===== src/design/pasfl_pkg.sv =====
// Shared types and constants for the primitive assembly block.
`timescale 1ns / 1ps

package pasfl_pkg;

    // Port width of a vertex handle and the default stored width.
    localparam int VERT_W            = 32;
    localparam int DEF_VERTEX_WIDTH  = 32;

    // Primitive mode codes; every other code passes vertices through.
    localparam int MODE_W = 3;
    localparam logic [MODE_W-1:0] MODE_PASS       = 3'd0;
    localparam logic [MODE_W-1:0] MODE_LINE_STRIP = 3'd1;
    localparam logic [MODE_W-1:0] MODE_LINE_LOOP  = 3'd2;
    localparam logic [MODE_W-1:0] MODE_TRI_STRIP  = 3'd3;
    localparam logic [MODE_W-1:0] MODE_TRI_FAN    = 3'd4;

    // Up to four output vertices per input item.
    localparam int JOB_VERTS = 4;
    localparam int JOB_IDX_W = 2;

    // Depth of the job queue between front and back.
    localparam int JOBQ_DEPTH = 2;

    typedef struct packed {
        logic [JOB_VERTS-1:0][VERT_W-1:0] verts;
        logic [JOB_IDX_W-1:0]             last_idx;
    } t_job;

endpackage


===== src/design/pasfl_front.sv =====
// Front end: accepts vertices, tracks strip/fan/loop state and builds jobs.
`timescale 1ns / 1ps

module pasfl_front #(
    parameter int VERTEX_WIDTH = pasfl_pkg::DEF_VERTEX_WIDTH
) (
    input  logic                          i_clk,
    input  logic                          i_rst_n,
    input  logic                          i_cfg_we,
    input  logic [pasfl_pkg::MODE_W-1:0]  i_cfg_wdata,
    input  logic                          i_accept,
    input  logic [pasfl_pkg::VERT_W-1:0]  i_vertex_handle,
    input  logic                          i_end_of_draw,
    output logic                          o_job_valid,
    output pasfl_pkg::t_job               o_job
);
    import pasfl_pkg::*;

    localparam int STORE_W = (VERTEX_WIDTH < VERT_W) ? VERTEX_WIDTH : VERT_W;

    logic [MODE_W-1:0]  r_mode;
    logic [STORE_W-1:0] r_q0, n_q0;
    logic [STORE_W-1:0] r_q1, n_q1;
    logic [1:0]         r_qc, n_qc;
    logic [STORE_W-1:0] r_first, n_first;
    logic               r_await, n_await;
    logic               r_odd, n_odd;

    logic [STORE_W-1:0] v;
    logic [STORE_W-1:0] first_eff;
    logic [1:0]         qc;
    logic               is_line, is_loop, is_tri, is_strip;
    logic [VERT_W-1:0]  x_v, x_q0, x_q1, x_first;

    assign v         = i_vertex_handle[STORE_W-1:0];
    assign is_line   = (r_mode == MODE_LINE_STRIP) || (r_mode == MODE_LINE_LOOP);
    assign is_loop   = (r_mode == MODE_LINE_LOOP);
    assign is_tri    = (r_mode == MODE_TRI_STRIP) || (r_mode == MODE_TRI_FAN);
    assign is_strip  = (r_mode == MODE_TRI_STRIP);
    assign first_eff = (is_loop && r_await) ? r_q0 : r_first;

    // Zero-extend stored handles to the port width.
    always_comb begin
        x_v     = '0;
        x_q0    = '0;
        x_q1    = '0;
        x_first = '0;
        x_v[STORE_W-1:0]     = v;
        x_q0[STORE_W-1:0]    = r_q0;
        x_q1[STORE_W-1:0]    = r_q1;
        x_first[STORE_W-1:0] = first_eff;
    end

    always_comb begin
        n_q0        = r_q0;
        n_q1        = r_q1;
        n_qc        = r_qc;
        n_first     = r_first;
        n_await     = r_await;
        n_odd       = r_odd;
        o_job_valid = 1'b0;
        o_job       = '0;
        qc          = r_qc;

        if (is_line) begin
            qc = (r_qc > 2'd1) ? 2'd1 : r_qc;
            if (qc == 2'd0) begin
                n_q0 = v;
                n_qc = 2'd1;
            end else begin
                o_job_valid    = 1'b1;
                o_job.verts[0] = x_q0;
                o_job.verts[1] = x_v;
                o_job.last_idx = 2'd1;
                if (is_loop && r_await) begin
                    n_first = r_q0;
                    n_await = 1'b0;
                end
                // Close the loop back to its first vertex.
                if (i_end_of_draw && is_loop) begin
                    o_job.verts[2] = x_v;
                    o_job.verts[3] = x_first;
                    o_job.last_idx = 2'd3;
                end
                n_q0 = v;
                n_qc = 2'd1;
            end
            if (i_end_of_draw && is_loop) begin
                n_await = 1'b1;
            end
        end else if (is_tri) begin
            qc = (r_qc > 2'd2) ? 2'd2 : r_qc;
            if (qc == 2'd0) begin
                n_q0 = v;
                n_qc = 2'd1;
            end else if (qc == 2'd1) begin
                n_q1 = v;
                n_qc = 2'd2;
            end else begin
                o_job_valid    = 1'b1;
                o_job.verts[0] = x_q0;
                o_job.verts[1] = x_q1;
                o_job.verts[2] = x_v;
                o_job.last_idx = 2'd2;
                if (is_strip && !r_odd) begin
                    n_q0 = v;
                    n_q1 = r_q1;
                end else begin
                    n_q0 = r_q0;
                    n_q1 = v;
                end
                if (is_strip) begin
                    n_odd = !r_odd;
                end
                n_qc = 2'd2;
            end
        end else begin
            o_job_valid    = 1'b1;
            o_job.verts[0] = x_v;
            o_job.last_idx = 2'd0;
        end

        if (i_end_of_draw) begin
            n_qc  = 2'd0;
            n_odd = 1'b0;
        end
    end

    always_ff @(posedge i_clk) begin
        if (!i_rst_n) begin
            r_mode  <= MODE_PASS;
            r_qc    <= 2'd0;
            r_await <= 1'b1;
            r_odd   <= 1'b0;
        end else if (i_cfg_we) begin
            // A new mode starts a new draw; rewriting the same mode is a no-op.
            if (i_cfg_wdata != r_mode) begin
                r_mode  <= i_cfg_wdata;
                r_qc    <= 2'd0;
                r_await <= 1'b1;
                r_odd   <= 1'b0;
            end
        end else if (i_accept) begin
            r_qc    <= n_qc;
            r_await <= n_await;
            r_odd   <= n_odd;
        end
    end

    always_ff @(posedge i_clk) begin
        if (i_accept && !i_cfg_we) begin
            r_q0    <= n_q0;
            r_q1    <= n_q1;
            r_first <= n_first;
        end
    end

endmodule


===== src/design/pasfl_job_fifo.sv =====
// Short job queue decoupling the front end from the emit stage.
`timescale 1ns / 1ps

module pasfl_job_fifo (
    input  logic            i_clk,
    input  logic            i_rst_n,
    input  logic            i_push,
    input  pasfl_pkg::t_job i_job,
    input  logic            i_pop,
    output logic            o_full,
    output logic            o_empty,
    output pasfl_pkg::t_job o_job
);
    import pasfl_pkg::*;

    localparam int PTR_W = (JOBQ_DEPTH > 1) ? $clog2(JOBQ_DEPTH) : 1;
    localparam int CNT_W = $clog2(JOBQ_DEPTH + 1);

    t_job             r_mem [JOBQ_DEPTH];
    logic [PTR_W-1:0] r_wr, r_rd;
    logic [CNT_W-1:0] r_cnt;
    logic             do_push, do_pop;

    assign o_full  = (r_cnt == CNT_W'(JOBQ_DEPTH));
    assign o_empty = (r_cnt == '0);
    assign o_job   = r_mem[r_rd];
    assign do_push = i_push && !o_full;
    assign do_pop  = i_pop && !o_empty;

    always_ff @(posedge i_clk) begin
        if (!i_rst_n) begin
            r_wr  <= '0;
            r_rd  <= '0;
            r_cnt <= '0;
        end else begin
            if (do_push) begin
                r_wr <= (r_wr == PTR_W'(JOBQ_DEPTH - 1)) ? '0 : r_wr + 1'b1;
            end
            if (do_pop) begin
                r_rd <= (r_rd == PTR_W'(JOBQ_DEPTH - 1)) ? '0 : r_rd + 1'b1;
            end
            if (do_push && !do_pop) begin
                r_cnt <= r_cnt + 1'b1;
            end else if (do_pop && !do_push) begin
                r_cnt <= r_cnt - 1'b1;
            end
        end
    end

    always_ff @(posedge i_clk) begin
        if (do_push) begin
            r_mem[r_wr] <= i_job;
        end
    end

endmodule


===== src/design/pasfl_back.sv =====
// Emit stage: walks a job one vertex per cycle into the output register while the receiver pops.
`timescale 1ns / 1ps

module pasfl_back (
    input  logic                         i_clk,
    input  logic                         i_rst_n,
    input  logic                         i_job_empty,
    input  pasfl_pkg::t_job              i_job,
    output logic                         o_job_pop,
    input  logic                         i_pop,
    output logic                         o_empty,
    output logic [pasfl_pkg::VERT_W-1:0] o_out_vertex,
    output logic                         o_run_last
);
    import pasfl_pkg::*;

    logic [JOB_IDX_W-1:0] r_idx;
    logic                 r_valid;
    logic [VERT_W-1:0]    r_vertex;
    logic                 r_last;
    logic                 load, at_last;

    assign load      = !i_job_empty && (!r_valid || i_pop);
    assign at_last   = (r_idx == i_job.last_idx);
    assign o_job_pop = load && at_last;

    assign o_empty      = !r_valid;
    assign o_out_vertex = r_vertex;
    assign o_run_last   = r_last;

    always_ff @(posedge i_clk) begin
        if (!i_rst_n) begin
            r_idx   <= '0;
            r_valid <= 1'b0;
        end else if (load) begin
            r_valid <= 1'b1;
            r_idx   <= at_last ? '0 : r_idx + 1'b1;
        end else if (i_pop) begin
            r_valid <= 1'b0;
        end
    end

    always_ff @(posedge i_clk) begin
        if (load) begin
            r_vertex <= i_job.verts[r_idx];
            r_last   <= at_last;
        end
    end

endmodule


===== src/design/primitive_assembly_strip_fan_loop.sv =====
// Top level of the strip, fan and loop primitive assembler.
`timescale 1ns / 1ps

// Usage:
// - Input queue port: drive i_vertex_handle and i_end_of_draw with i_push;
//   a transfer happens on a clock edge with i_push high and o_full low.
// - Result queue port: while o_empty is low, o_out_vertex and o_run_last
//   hold the oldest result; a transfer happens with i_pop high and o_empty low.
//   o_run_last marks the final vertex produced for one input vertex.
// - Config: i_cfg_we with i_cfg_wdata sets the primitive mode; write only
//   while idle. Changing the mode starts a new draw.
// - Path: the first vertex of a run goes from its input transfer into the job
//   queue and then into the output register before it is on the result ports.
// - Output: the emit stage sends one vertex per cycle while the receiver pops; an
//   input yields one vertex in pass-through, two in line modes (four when a loop
//   closes) and three in triangle modes, none if it only primes the queue. The
//   front accepts a new input every cycle while the job queue has room.
// - Reset: mode goes to pass-through, vertex queue and job queue empty.
// - Stall: when the receiver holds off, the output register keeps its value,
//   the job queue fills, and o_full rises to hold off the sender.

module primitive_assembly_strip_fan_loop #(
    parameter int VERTEX_WIDTH = pasfl_pkg::DEF_VERTEX_WIDTH
) (
    input  logic                         i_clk,
    input  logic                         i_rst_n,
    input  logic                         i_cfg_we,
    input  logic [pasfl_pkg::MODE_W-1:0] i_cfg_wdata,
    input  logic                         i_push,
    output logic                         o_full,
    input  logic [pasfl_pkg::VERT_W-1:0] i_vertex_handle,
    input  logic                         i_end_of_draw,
    input  logic                         i_pop,
    output logic                         o_empty,
    output logic [pasfl_pkg::VERT_W-1:0] o_out_vertex,
    output logic                         o_run_last
);
    import pasfl_pkg::*;

    logic accept;
    logic job_valid;
    t_job front_job;
    t_job head_job;
    logic jq_empty;
    logic jq_pop;

    // Take an input whenever the job queue has room.
    assign accept = i_push && !o_full;

    pasfl_front #(
        .VERTEX_WIDTH(VERTEX_WIDTH)
    ) u_front (
        .i_clk          (i_clk),
        .i_rst_n        (i_rst_n),
        .i_cfg_we       (i_cfg_we),
        .i_cfg_wdata    (i_cfg_wdata),
        .i_accept       (accept),
        .i_vertex_handle(i_vertex_handle),
        .i_end_of_draw  (i_end_of_draw),
        .o_job_valid    (job_valid),
        .o_job          (front_job)
    );

    // Inputs that only prime the queue produce no job and are dropped here.
    pasfl_job_fifo u_jobq (
        .i_clk  (i_clk),
        .i_rst_n(i_rst_n),
        .i_push (accept && job_valid),
        .i_job  (front_job),
        .i_pop  (jq_pop),
        .o_full (o_full),
        .o_empty(jq_empty),
        .o_job  (head_job)
    );

    pasfl_back u_back (
        .i_clk       (i_clk),
        .i_rst_n     (i_rst_n),
        .i_job_empty (jq_empty),
        .i_job       (head_job),
        .o_job_pop   (jq_pop),
        .i_pop       (i_pop),
        .o_empty     (o_empty),
        .o_out_vertex(o_out_vertex),
        .o_run_last  (o_run_last)
    );

endmodule

===== config.mk =====
export PLATFORM = sky130hd
export DESIGN_NAME = primitive_assembly_strip_fan_loop
export DESIGN_NICKNAME = d
export VERILOG_FILES = /design/src/design/pasfl_pkg.sv /design/src/design/pasfl_front.sv /design/src/design/pasfl_job_fifo.sv /design/src/design/pasfl_back.sv /design/src/design/primitive_assembly_strip_fan_loop.sv
export SDC_FILE = /design/constraint.sdc
export NUM_CORES = 1
export LEC_CHECK = 0
export BUFFER_PORTS_ARGS = -buffer_cell sky130_fd_sc_hd__buf_2
export CAP_MARGIN = 10
export CORE_MARGIN = 2
export CORE_UTILIZATION = 40
export DETAILED_ROUTE_END_ITERATION = 10
export MAX_ROUTING_LAYER = met4
export PLACE_DENSITY_LB_ADDON = 0.15
export SYNTH_ARGS = -nofsm -noshare
export SYNTH_HDL_FRONTEND = slang
export SYNTH_SLANG_ARGS = --single-unit
export TNS_END_PERCENT = 100

===== constraint.sdc =====
create_clock -name i_clk -period 9.4 [get_ports i_clk]
set_clock_uncertainty 0.2 [all_clocks]
set_input_delay 0.94 -clock i_clk [delete_from_list [all_inputs] [get_ports i_clk]]
set_output_delay 0.94 -clock i_clk [all_outputs]
set_load 0.05 [all_outputs]

==> impl_metrics.yaml <==
run_status:
  outcome: "finished clean"
synthesis:
  syn_inst: 798
  synth_top_family_by_area: "multiplexers"
  synth-simple-area-share: 0.0429
  yosysSeqAreaShare: 0.749
  syn_area_um2: 16000
  synthXorXnorAreaFrac: 0.00657
  syn-num-nets: 840
  muxShareOfSynthArea: 0.140
  synthDistinctLibCells: 48
  syn_avg_cell_area_um2: 20.0
  yosys_most_used_dff: "edfxtp_1"
  synth-compound-area-share: 0.0434
  synthAdderAreaFrac: 0.00141
  ys_warn_count: 0
  ys_ff_latch: 404
  synth-edff-count: 389
  async_reset_ff_frac: 0
routing:
  vias: 7543
  drt-initial-drc-count: 374
  ant_nets: 0
  wl_um: 32800
  drc: 0
  wl_per_cell_um: 22.7
  dr.pass1.iters: 4
  vias_per_cell: 5.23
global_routing:
  grtUsageTotal: 0.167
  overflow: 0
  grt_pass1_wl_um: 49700
  grt_max_degree: 80
  grt_antenna_before_repair: 1
  grt_pass1_vias: 8161
placed_design:
  place_hpwl_um: 17000
  dp.cells: 1366
  port_buffers: 75
  place_congestion: 0.697
timing:
  max_slew_margin: 0.240
  max_freq_mhz: 271
  rsz0062_at_grt: "no"
  tightest_slew_ns: 1.14
  tns_ns: 0
  hold_viol: 0
  setup_viol_count_final: 0
  fin_crit_ns: 3.68
  finalMaxSlewViolations: 0
  period_share: 0.392
clocking:
  clkLatencyLatePin_ns: 0.57
  htreeDepth: 2
  cts_made_buffers: 44
  cts_tree: "built"
  cts_resized: 0
  hold_buffers: 0
  cts_root_buf: "clkbuf_16"
  clock-sinks: 404
  postCtsSetupRepairBufs: 0
  path_clk_slew_ns: 0.06
  cts_buffer_depth: 3
cells_and_area:
  areaGrowthSynthToFinish_pct: 13.9
  final_nets: 929
  drive_gt1_frac: 0.316
  multi_input_area_um2: 3810
  nFillCells: 3421
  mostFrequentLayoutCells: "edfxtp_1 (389), buf_2 (75), mux4_2 (64), a22o_1 (64), mux2_2 (62)"
  stdcell_count: 1442
  layout_commonest_cell: "edfxtp_1"
  seqCellArea_um2: 12000
floorplanning:
  core-area_um2: 39600
  rows: 73
  dieArea_um2: 41600
  die_w_um: 204
  start_util: 0.404
  fp.dieH_um: 204
  ios: 76
min_path:
  holdPathEnd: "u_front.r_await$_SDFFE_PN1P_"
  hold_path_depth: 1
  min_from: "u_front.r_await$_SDFFE_PN1P_"
  hold_path_class: "flop to flop"
setup_path:
  crit_type: "flop to flop"
  critPathLaunchType: "flop"
  required_ns: 9.70
  r2r_cells: 7
  rrSetupSlack_ns: 5.72
  path_max_fanout: 38
  end_kind: "flop"
  rr_endpoint: "u_jobq.r_cnt[1]$_SDFFE_PN0P_"
  arrival_ns: 3.98
power:
  power_leakage_uw: 0.00597
  ir_drop_v: 0.000142
  p_per_area_nw_per_um2: 274
flow_run:
  cap_viol_max_count: 0
-- Yosys cell counts (2+ instances only) --
library cell	count	share of area
buf_1	3	0.00070
xor2_1	7	0.0038
inv_1	4	0.00094
a21oi_1	3	0.00094
mux2i_1	7	0.0044
a22o_1	64	0.035
o21ai_0	3	0.00094
a221o_1	2	0.0013
clkbuf_1	18	0.0042
edfxtp_1	389	0.73
nor2b_1	39	0.015
nand2_1	8	0.0019
mux2_1	2	0.0014
buf_4	2	0.00094
xnor2_1	5	0.0027
nand3_1	2	0.00063
mux2_2	62	0.044
buf_6	8	0.0056
nor2_1	10	0.0023
buf_2	15	0.0047
nand2b_1	3	0.0012
dfxtp_1	15	0.019
and2_1	39	0.015
mux4_2	64	0.090
-- logic make-up after synthesis --
kind of cell               Yosys count
AOI/OAI and AO/OA                   82
xor gates and xnor gates            12
adders and majority gates            2
buffers and inverters               50
DFF                                404
muxes                              135
and+or+nand+nor                    113
-- sequential cells by signal, indices dropped and copies added, names as in the netlist, 2 cells and up, named ones only --
signal	flops
u_back.r_idx	2
u_back.o_out_vertex	32
u_front.r_qc	2
u_jobq.r_cnt	2
u_front.r_mode	3
u_front.r_first	32
u_front.r_q1	32
u_jobq.r_mem	260
u_front.r_q0	32
-- report_power, final --
part	internal (µW)	total (µW)	switching [µW]
Combinational	416	1080	666
Sequential	2270	2370	97.7
Clock	867	1540	677
-- critical path, stage by stage (launching register included) --
cell and delay, ns:
dfxtp_4 0.75, buf_4 0.75, mux2i_1 0.29, xor2_1 0.18, or4b_4 0.52, ha_1 0.35
or3_1 0.37, a21boi_0 0.16
-- area by class of cell --
cell class                 instances  share of cell area
multi-input combinational        344               0.209
clock buffer                      60              0.0637
clock inverter                    15             0.00604
sequential                       404               0.658
timing repair buffer              89              0.0264
tap                              525              0.0361
antenna                            1            0.000137
inverter                           4            0.000824
-- metal layers --
metal	part of all wire	vias to the layer above	wire length (µm)	global-route usage
li1	-	3408	-	-
met1	0.45	3944	14900	0.216
met2	0.49	143	16100	0.269
met3	0.040	48	1320	0.0365
met4	0.016	0	523	0.0440
met5	0	-	0	-
-- how the worst max path moves through the flow --
stage / startpoint / endpoint / slack (ns)
6_report: flop / u_jobq.r_cnt[1]$_SDFFE_PN0P_ / 5.72
5_1_grt: flop / u_jobq.r_cnt[1]$_SDFFE_PN0P_ / 5.45
4_1_cts: flop / u_jobq.r_cnt[1]$_SDFFE_PN0P_ / 5.56
3_5_place_dp: i_push / u_jobq.r_mem[1][38]$_DFFE_PP_ / 5.51
3_3_place_gp: i_push / u_jobq.r_mem[1][49]$_DFFE_PP_ / 5.50
2_1_floorplan: i_push / u_jobq.r_mem[0][0]$_DFFE_PP_ / 1.84
-- through the flow --
step           hold slack, ns  total power (µW)  utilization  cell area (µm²)  setup slack [ns]
2_1_floorplan           0.218              3240            -            16000              1.84
3_3_place_gp            0.228              3520        0.428            16900              5.50
3_5_place_dp            0.237              3520        0.428            16900              5.51
4_1_cts                 0.254              5080        0.460            18200              5.56
5_1_grt                 0.293              5220        0.460            18200              5.45
6_report                0.251              4990        0.460            18200              5.72
Power figures use the tool's default switching activity.
